File: config.mk
export PLATFORM = sky130hd
export DESIGN_NAME = three_pool_register_allocator_flat
export DESIGN_NICKNAME = d
export VERILOG_FILES = /design/src/rtl/core/tpra_pkg.sv /design/src/rtl/core/tpra_req_if.sv /design/src/rtl/core/tpra_rsp_if.sv /design/src/rtl/core/three_pool_register_allocator.sv /design/src/rtl/core/tpra_pool.sv /design/src/flat_wrapper.sv
export SDC_FILE = /design/constraint.sdc
export NUM_CORES = 1
export LEC_CHECK = 0
export BUFFER_PORTS_ARGS = -buffer_cell sky130_fd_sc_hd__buf_4
export CAP_MARGIN = 0
export CORE_ASPECT_RATIO = 1.1
export CORE_UTILIZATION = 53
export DETAILED_ROUTE_END_ITERATION = 8
export HOLD_SLACK_MARGIN = 0.03
export PLACE_DENSITY = 0.78
export SYNTH_ARGS = -nofsm -noshare
export SYNTH_HDL_FRONTEND = slang
export SYNTH_HIERARCHICAL = 1
export SYNTH_SLANG_ARGS = --single-unit
export TNS_END_PERCENT = 30
File: constraint.sdc
create_clock -name clk -period 2.17 [get_ports clk]
set_clock_uncertainty 0.1 [all_clocks]
set_input_delay 0.3255 -clock clk [delete_from_list [all_inputs] [get_ports clk]]
set_output_delay 0.3255 -clock clk [all_outputs]
set_load 0.05 [all_outputs]
File: src/rtl/core/tpra_pkg.sv
// shared types and constants of the three-pool register allocator
package tpra_pkg;

	localparam int NUM_W = 5;
	localparam int OP_W  = 2;

	localparam int PARAM_POOL_SIZE   = 8;
	localparam int GENERAL_POOL_SIZE = 7;
	localparam int CALLEE_POOL_SIZE  = 10;

	localparam logic [NUM_W-1:0] PARAM_BASE   = 5'd0;
	localparam logic [NUM_W-1:0] GENERAL_BASE = 5'd9;
	localparam logic [NUM_W-1:0] CALLEE_BASE  = 5'd19;

	typedef enum logic [OP_W-1:0] {
		OP_ALLOC_PARAM   = 2'd0,
		OP_ALLOC_GENERAL = 2'd1,
		OP_ALLOC_CALLEE  = 2'd2,
		OP_FREE          = 2'd3
	} op_t;

	typedef struct packed {
		logic             alloc;
		logic             release_en;
		logic [NUM_W-1:0] number;
	} pool_cmd_t;

	typedef struct packed {
		logic             alloc_ok;
		logic [NUM_W-1:0] alloc_number;
		logic             free_hit;
	} pool_stat_t;

endpackage

File: src/rtl/core/tpra_req_if.sv
// request channel of the allocator
interface tpra_req_if;
	logic                      valid;
	logic                      ready;
	logic [tpra_pkg::OP_W-1:0]  op;
	logic [tpra_pkg::NUM_W-1:0] free_number;

	modport source (output valid, output op, output free_number, input ready);
	modport sink   (input valid, input op, input free_number, output ready);
endinterface

File: src/rtl/core/tpra_rsp_if.sv
// response channel of the allocator
interface tpra_rsp_if;
	logic                      valid;
	logic                      ready;
	logic                      granted;
	logic [tpra_pkg::NUM_W-1:0] granted_number;

	modport source (output valid, output granted, output granted_number, input ready);
	modport sink   (input valid, input granted, input granted_number, output ready);
endinterface

File: src/rtl/core/three_pool_register_allocator.sv
// three-pool register allocator top level
// a request reaches the response through the input register and then the result register
// throughput: one request per cycle while the response is taken, bitmap update and grant in the same cycle
// the three free bitmaps feed back into the next request with no bubble
// reset: arst_n clears both stages and marks every register of every pool free
module three_pool_register_allocator #(
	parameter int PARAM_POOL_SIZE   = tpra_pkg::PARAM_POOL_SIZE,
	parameter int GENERAL_POOL_SIZE = tpra_pkg::GENERAL_POOL_SIZE,
	parameter int CALLEE_POOL_SIZE  = tpra_pkg::CALLEE_POOL_SIZE
) (
	input  logic        clk,
	input  logic        arst_n,
	tpra_req_if.sink    req,
	tpra_rsp_if.source  rsp
);

	logic                       valid_s1;
	tpra_pkg::op_t              op_s1;
	logic [tpra_pkg::NUM_W-1:0] num_s1;

	logic                       rsp_valid_q;
	logic                       granted_q;
	logic [tpra_pkg::NUM_W-1:0] number_q;

	logic                       adv;
	logic                       granted_d;
	logic [tpra_pkg::NUM_W-1:0] number_d;

	tpra_pkg::pool_cmd_t  param_cmd, general_cmd, callee_cmd;
	tpra_pkg::pool_stat_t param_stat, general_stat, callee_stat;

	assign adv       = valid_s1 && (!rsp_valid_q || rsp.ready);
	assign req.ready = !valid_s1 || adv;

	// input register
	always_ff @(posedge clk or negedge arst_n) begin
		if (!arst_n) begin
			valid_s1 <= 1'b0;
		end else if (req.valid && req.ready) begin
			valid_s1 <= 1'b1;
		end else if (adv) begin
			valid_s1 <= 1'b0;
		end
	end

	always_ff @(posedge clk) begin
		if (req.valid && req.ready) begin
			op_s1  <= tpra_pkg::op_t'(req.op);
			num_s1 <= req.free_number;
		end
	end

	// pool commands
	always_comb begin
		param_cmd.alloc        = adv && (op_s1 == tpra_pkg::OP_ALLOC_PARAM);
		general_cmd.alloc      = adv && (op_s1 == tpra_pkg::OP_ALLOC_GENERAL);
		callee_cmd.alloc       = adv && (op_s1 == tpra_pkg::OP_ALLOC_CALLEE);
		param_cmd.release_en   = adv && (op_s1 == tpra_pkg::OP_FREE);
		general_cmd.release_en = param_cmd.release_en;
		callee_cmd.release_en  = param_cmd.release_en;
		param_cmd.number       = num_s1;
		general_cmd.number     = num_s1;
		callee_cmd.number      = num_s1;
	end

	tpra_pool #(.SIZE(PARAM_POOL_SIZE), .BASE(tpra_pkg::PARAM_BASE)) u_param_pool (
		.clk    (clk),
		.arst_n (arst_n),
		.cmd    (param_cmd),
		.stat   (param_stat)
	);

	tpra_pool #(.SIZE(GENERAL_POOL_SIZE), .BASE(tpra_pkg::GENERAL_BASE)) u_general_pool (
		.clk    (clk),
		.arst_n (arst_n),
		.cmd    (general_cmd),
		.stat   (general_stat)
	);

	tpra_pool #(.SIZE(CALLEE_POOL_SIZE), .BASE(tpra_pkg::CALLEE_BASE)) u_callee_pool (
		.clk    (clk),
		.arst_n (arst_n),
		.cmd    (callee_cmd),
		.stat   (callee_stat)
	);

	// response select
	always_comb begin
		granted_d = 1'b0;
		number_d  = '0;
		unique case (op_s1)
			tpra_pkg::OP_ALLOC_PARAM: begin
				granted_d = param_stat.alloc_ok;
				number_d  = param_stat.alloc_ok ? param_stat.alloc_number : '0;
			end
			tpra_pkg::OP_ALLOC_GENERAL: begin
				granted_d = general_stat.alloc_ok;
				number_d  = general_stat.alloc_ok ? general_stat.alloc_number : '0;
			end
			tpra_pkg::OP_ALLOC_CALLEE: begin
				granted_d = callee_stat.alloc_ok;
				number_d  = callee_stat.alloc_ok ? callee_stat.alloc_number : '0;
			end
			tpra_pkg::OP_FREE: begin
				granted_d = param_stat.free_hit || general_stat.free_hit ||
					callee_stat.free_hit;
				number_d  = '0;
			end
			default: begin
				granted_d = 1'b0;
				number_d  = '0;
			end
		endcase
	end

	// result register
	always_ff @(posedge clk or negedge arst_n) begin
		if (!arst_n) begin
			rsp_valid_q <= 1'b0;
		end else if (adv) begin
			rsp_valid_q <= 1'b1;
		end else if (rsp.ready) begin
			rsp_valid_q <= 1'b0;
		end
	end

	always_ff @(posedge clk) begin
		if (adv) begin
			granted_q <= granted_d;
			number_q  <= number_d;
		end
	end

	assign rsp.valid          = rsp_valid_q;
	assign rsp.granted        = granted_q;
	assign rsp.granted_number = number_q;

	a_no_number_without_grant: assert property (@(posedge clk) disable iff (!arst_n)
		rsp.valid && !rsp.granted |-> rsp.granted_number == '0)
		else $error("response number set without grant");

	a_accept_fills_stage: assert property (@(posedge clk) disable iff (!arst_n)
		req.valid && req.ready |=> valid_s1)
		else $error("accepted request lost before result stage");

	a_stalled_stage_holds: assert property (@(posedge clk) disable iff (!arst_n)
		valid_s1 && !adv |=> valid_s1 && $stable(op_s1) && $stable(num_s1))
		else $error("stalled request changed");

	a_one_pool_alloc: assert property (@(posedge clk) disable iff (!arst_n)
		$onehot0({param_cmd.alloc, general_cmd.alloc, callee_cmd.alloc,
			param_cmd.release_en}))
		else $error("more than one pool command in a cycle");

endmodule

File: src/rtl/core/tpra_pool.sv
// one register pool: free bitmap, lowest-free grant and release
module tpra_pool #(
	parameter int                          SIZE = 8,
	parameter logic [tpra_pkg::NUM_W-1:0] BASE = '0
) (
	input  logic                   clk,
	input  logic                   arst_n,
	input  tpra_pkg::pool_cmd_t    cmd,
	output tpra_pkg::pool_stat_t   stat
);

	localparam int IW = (SIZE > 1) ? $clog2(SIZE) : 1;
	localparam logic [tpra_pkg::NUM_W:0] LIMIT =
		(tpra_pkg::NUM_W+1)'(int'(BASE) + SIZE);

	logic [SIZE-1:0]           free_map_q;
	logic [SIZE-1:0]           low_bit;
	logic [SIZE-1:0]           set_mask;
	logic [IW-1:0]             low_idx;
	logic [tpra_pkg::NUM_W-1:0] offset;
	logic                      in_range;

	// lowest free entry
	always_comb begin
		low_bit = free_map_q & (~free_map_q + SIZE'(1));
		low_idx = '0;
		for (int i = 0; i < SIZE; i++) begin
			if (low_bit[i]) begin
				low_idx = IW'(i);
			end
		end
	end

	// release decode
	always_comb begin
		in_range = (cmd.number >= BASE) && ({1'b0, cmd.number} < LIMIT);
		offset   = cmd.number - BASE;
		set_mask = '0;
		for (int i = 0; i < SIZE; i++) begin
			if (offset == tpra_pkg::NUM_W'(i)) begin
				set_mask[i] = 1'b1;
			end
		end
	end

	assign stat.alloc_ok     = |free_map_q;
	assign stat.alloc_number = BASE + tpra_pkg::NUM_W'(low_idx);
	assign stat.free_hit     = in_range;

	always_ff @(posedge clk or negedge arst_n) begin
		if (!arst_n) begin
			free_map_q <= '1;
		end else if (cmd.alloc) begin
			free_map_q <= free_map_q & ~low_bit;
		end else if (cmd.release_en && in_range) begin
			free_map_q <= free_map_q | set_mask;
		end
	end

endmodule
File: src/flat_wrapper.sv
// flat-port wrapper written by rule: the top's interface ports become plain ports
module three_pool_register_allocator_flat 
#(
	parameter int PARAM_POOL_SIZE   = tpra_pkg::PARAM_POOL_SIZE,
	parameter int GENERAL_POOL_SIZE = tpra_pkg::GENERAL_POOL_SIZE,
	parameter int CALLEE_POOL_SIZE  = tpra_pkg::CALLEE_POOL_SIZE
)
  (clk, arst_n, req_valid, req_op, req_free_number, req_ready, rsp_valid, rsp_granted, rsp_granted_number, rsp_ready);
  tpra_req_if req_i ();
  tpra_rsp_if rsp_i ();
  input  logic clk;
  input  logic arst_n;
  input wire logic [$bits(req_i.valid)-1:0] req_valid;
  input wire logic [$bits(req_i.op)-1:0] req_op;
  input wire logic [$bits(req_i.free_number)-1:0] req_free_number;
  output wire logic [$bits(req_i.ready)-1:0] req_ready;
  output wire logic [$bits(rsp_i.valid)-1:0] rsp_valid;
  output wire logic [$bits(rsp_i.granted)-1:0] rsp_granted;
  output wire logic [$bits(rsp_i.granted_number)-1:0] rsp_granted_number;
  input wire logic [$bits(rsp_i.ready)-1:0] rsp_ready;
  assign req_i.valid = req_valid;
  assign req_i.op = req_op;
  assign req_i.free_number = req_free_number;
  assign req_ready = req_i.ready;
  assign rsp_valid = rsp_i.valid;
  assign rsp_granted = rsp_i.granted;
  assign rsp_granted_number = rsp_i.granted_number;
  assign rsp_i.ready = rsp_ready;
  three_pool_register_allocator #(.PARAM_POOL_SIZE(PARAM_POOL_SIZE), .GENERAL_POOL_SIZE(GENERAL_POOL_SIZE), .CALLEE_POOL_SIZE(CALLEE_POOL_SIZE)) u_core (.clk(clk), .arst_n(arst_n), .req(req_i), .rsp(rsp_i));
endmodule
==> reports/metrics.yaml <==
global_route:
  track_usage: 0.226
  grt_pass1_vias: 1672
  grt_first_pass_wirelength_um: 7900
  antenna_found_initial: 0
  grt-ovfl-total: 0
  grt_max_degree: 28
setup_path:
  r2r_end: "u_core/rsp.granted_number[2]$_DFFE_PP_"
  r2r_start: "u_core/u_callee_pool/free_map_q[4]$_DFFE_PN1P_"
  startpoint_type: "flip-flop"
  cp.arrival_ps: 2100
  r2r_slack_ps: 10
  endpoint_kind: "flip-flop"
  worstSetupPathType: "flip-flop to flip-flop"
  path_max_fanout: 8
  cp_data_required_time_ps: 2110
  reg2reg_depth: 7
pwr:
  p_leak_nw: 1.02
  irDropWorstVdd_mv: 0.481
  p_per_area_nw_per_um2: 719
run_status:
  outcome: "finished, final reports clean"
place:
  routabilityCongestion: 0.883
  port_buffers: 18
  preCtsSetupSlack_ps: 42.6
  hpwl_um: 3370
timing:
  hold_viol_final: 0
  slew_violations: 0
  rsz0062_at_grt: "true"
  timing.fmax_ghz: 0.463
  setup-tns-final_ps: 0
  finalSetupViolCount: 0
  fin_ws_ps: 11.7
  fin_crit_ps: 2160
  finalCritPeriodShare: 0.995
  maxSlewHeadroom: 0.563
  worst_pin_slew_ps: 646
synth:
  synth_seq_area_share: 0.476
  synth.avg_cell_area_um2: 10.8
  yosysWarningCount: 6
  synth_edf_count: 13
  yosys.area.top_type: "dfstp_2"
  yosysTopAreaCellShare: 0.285
  async_flop_share: 0.675
  netlist_area_um2: 2310
  synthCells: 214
  ys_types: 64
  yosysMostFrequentCell: "dfstp_2"
  ys.flop_type: "dfstp_2"
  synth_area_leaders: "dfstp_2 28%, edfxtp_1 17%, a22o_1 3.4%"
  ys_seq_elements: 40
  netlist_top_cells_count: "25 x dfstp_2, 13 x edfxtp_1, 13 x nand2_1"
run:
  drv_cap: 0
floorplan:
  io_pins: 19
  core_area_um2: 4050
  rows: 24
  dieArea_um2: 4620
  start_util: 0.569
  die_h_um: 71.2
  die_w_um: 64.9
cts:
  cts_buffer_depth: 2
  clock-sinks: 40
  cts_buffers: 5
  clk_pin_slew_ps: 70
  insertion_delay_ps: 290
  cts_tree: "yes"
  h-tree-depth: 2
  cts_root_buf: "clkbuf_8"
hold_path:
  min-delay-path-class: "input port to flip-flop"
  min_to: "u_core/op_s1[1]$_DFFE_PP_"
  min_from: "req_op[1]"
  holdPathStages: 1
routing:
  postRouteAntennaNets: 0
  drt_drc_violations_left: 0
  detail_route.wl_per_cell_um: 16.4
  drt-total-wl_um: 4830
  drtPass1Iterations: 4
  viasPerCell: 6.01
  vias: 1772
  drt_iter0_drc: 183
finish:
  drive_above_1_share: 0.342
  final_nets: 256
  area_growth_pct: 15.4
  n_antenna_cell: 0
[worst max path at each step]
stage / from / endpoint / slack, ps / depth (start not counted)
after floorplan: u_core/rsp.valid$_DFFE_PN0P_ / u_core/u_param_pool/free_map_q[5]$_DFFE_PN1P_ / -180 / 6
after global placement: u_core/u_callee_pool/free_map_q[4]$_DFFE_PN1P_ / u_core/rsp.granted_number[4]$_DFFE_PP_ / 50 / 5
after detailed placement: u_core/u_callee_pool/free_map_q[5]$_DFFE_PN1P_ / u_core/rsp.granted_number[4]$_DFFE_PP_ / 40 / 5
after CTS: u_core/u_callee_pool/free_map_q[5]$_DFFE_PN1P_ / u_core/rsp.granted_number[2]$_DFFE_PP_ / 20 / 7
after global routing: u_core/u_callee_pool/free_map_q[4]$_DFFE_PN1P_ / u_core/rsp.granted_number[2]$_DFFE_PP_ / -60 / 7
final: u_core/u_callee_pool/free_map_q[4]$_DFFE_PN1P_ / u_core/rsp.granted_number[2]$_DFFE_PP_ / 10 / 7
[power by group]
group	total (mW)	leakage, nW	switching [mW]	internal (mW)
registers	0.905	0.406	0.0507	0.854
logic	0.417	0.561	0.235	0.183
clock network	0.591	0.0552	0.250	0.341
total	1.91	1.02	0.535	1.38
[per-layer routing]
metal	global-route usage	wire [um]	vias to the layer above	share of wire
met1	0.283	2180	866	0.45
li1	-	-	868	-
met5	0	0	-	0
met3	0.0500	129	8	0.027
met4	0.109	81	0	0.017
met2	0.367	2440	30	0.50
[placed cells by master (no fill, tap or decap), types with 7 or more instances in the layout]
cell and instances:
nor2_1 11, nand2_1 13, nor2b_1 7, a22o_1 9, a21oi_1 8, dfstp_2 25, nand2b_1 7, edfxtp_1 13
o21ai_0 11, buf_4 30
[kinds of logic (layout without fill, tap and decap cells)]
group	after synthesis	count (layout)	synth area share
xor gates and xnor gates	1	1	0.00380
and+or+nand+nor	91	91	0.267
DFF	40	40	0.476
muxes	1	1	0.00434
adders and majority gates	3	3	0.0163
other	3	4	0.00488
AOI/OAI and AO/OA	57	57	0.183
buffers and inverters	18	46	0.0445
[critical path: stages (launching register included)]
cell      delay [ps]
dfstp_2          610
and2b_2          240
o21bai_1         150
a31o_2           200
ha_4             130
xor2_1            50
and4b_1          180
a221o_1          260
[layout make-up]
| type | count | area (um2) |
|---|---|---|
| inverter | 7 | 26.3 |
| clock buffer | 6 | 72.6 |
| tap | 52 | 65.1 |
| multi-input combinational | 157 | 1130 |
| timing repair buffer | 31 | 235 |
| fill | 338 | 1390 |
| sequential | 40 | 1100 |
| clock inverter | 2 | 35.0 |
[registers in the layout, indices dropped and copies added, names as in the netlist]
name                              cells
u_core/u_callee_pool/free_map_q      10
u_core/u_param_pool/free_map_q        8
u_core/u_general_pool/free_map_q      7
u_core/num_s1                         5
u_core/rsp.granted_number             5
u_core/op_s1                          2
u_core/rsp.granted                    1
u_core/rsp.valid                      1
u_core/valid_s1                       1
[stage by stage]
| step | instances | instance area, um2 | utilization | hold WS [ps] | total power, mW |
|---|---|---|---|---|---|
| 6_report | 295 | 2660 | 0.656 | 112 | 1.91 |
| 5_1_grt | 295 | 2660 | 0.656 | 93.2 | 2.00 |
| 4_1_cts | 295 | 2640 | 0.652 | 103 | 1.91 |
| 3_5_place_dp | 286 | 2520 | 0.623 | 161 | 1.32 |
| 3_3_place_gp | 286 | 2520 | 0.623 | 154 | 1.31 |
| 2_1_floorplan | 215 | 2310 | - | -70.1 | 1.20 |
[repair_timing]
action,4_1_cts,5_1_grt
buffers inserted,0,0
hold endpoints to repair,2,0
resized for setup,0,5
hold buffers,1,0
endpoints found under the setup margin,0,3
Note: power is estimated with default switching activity, not from simulation.
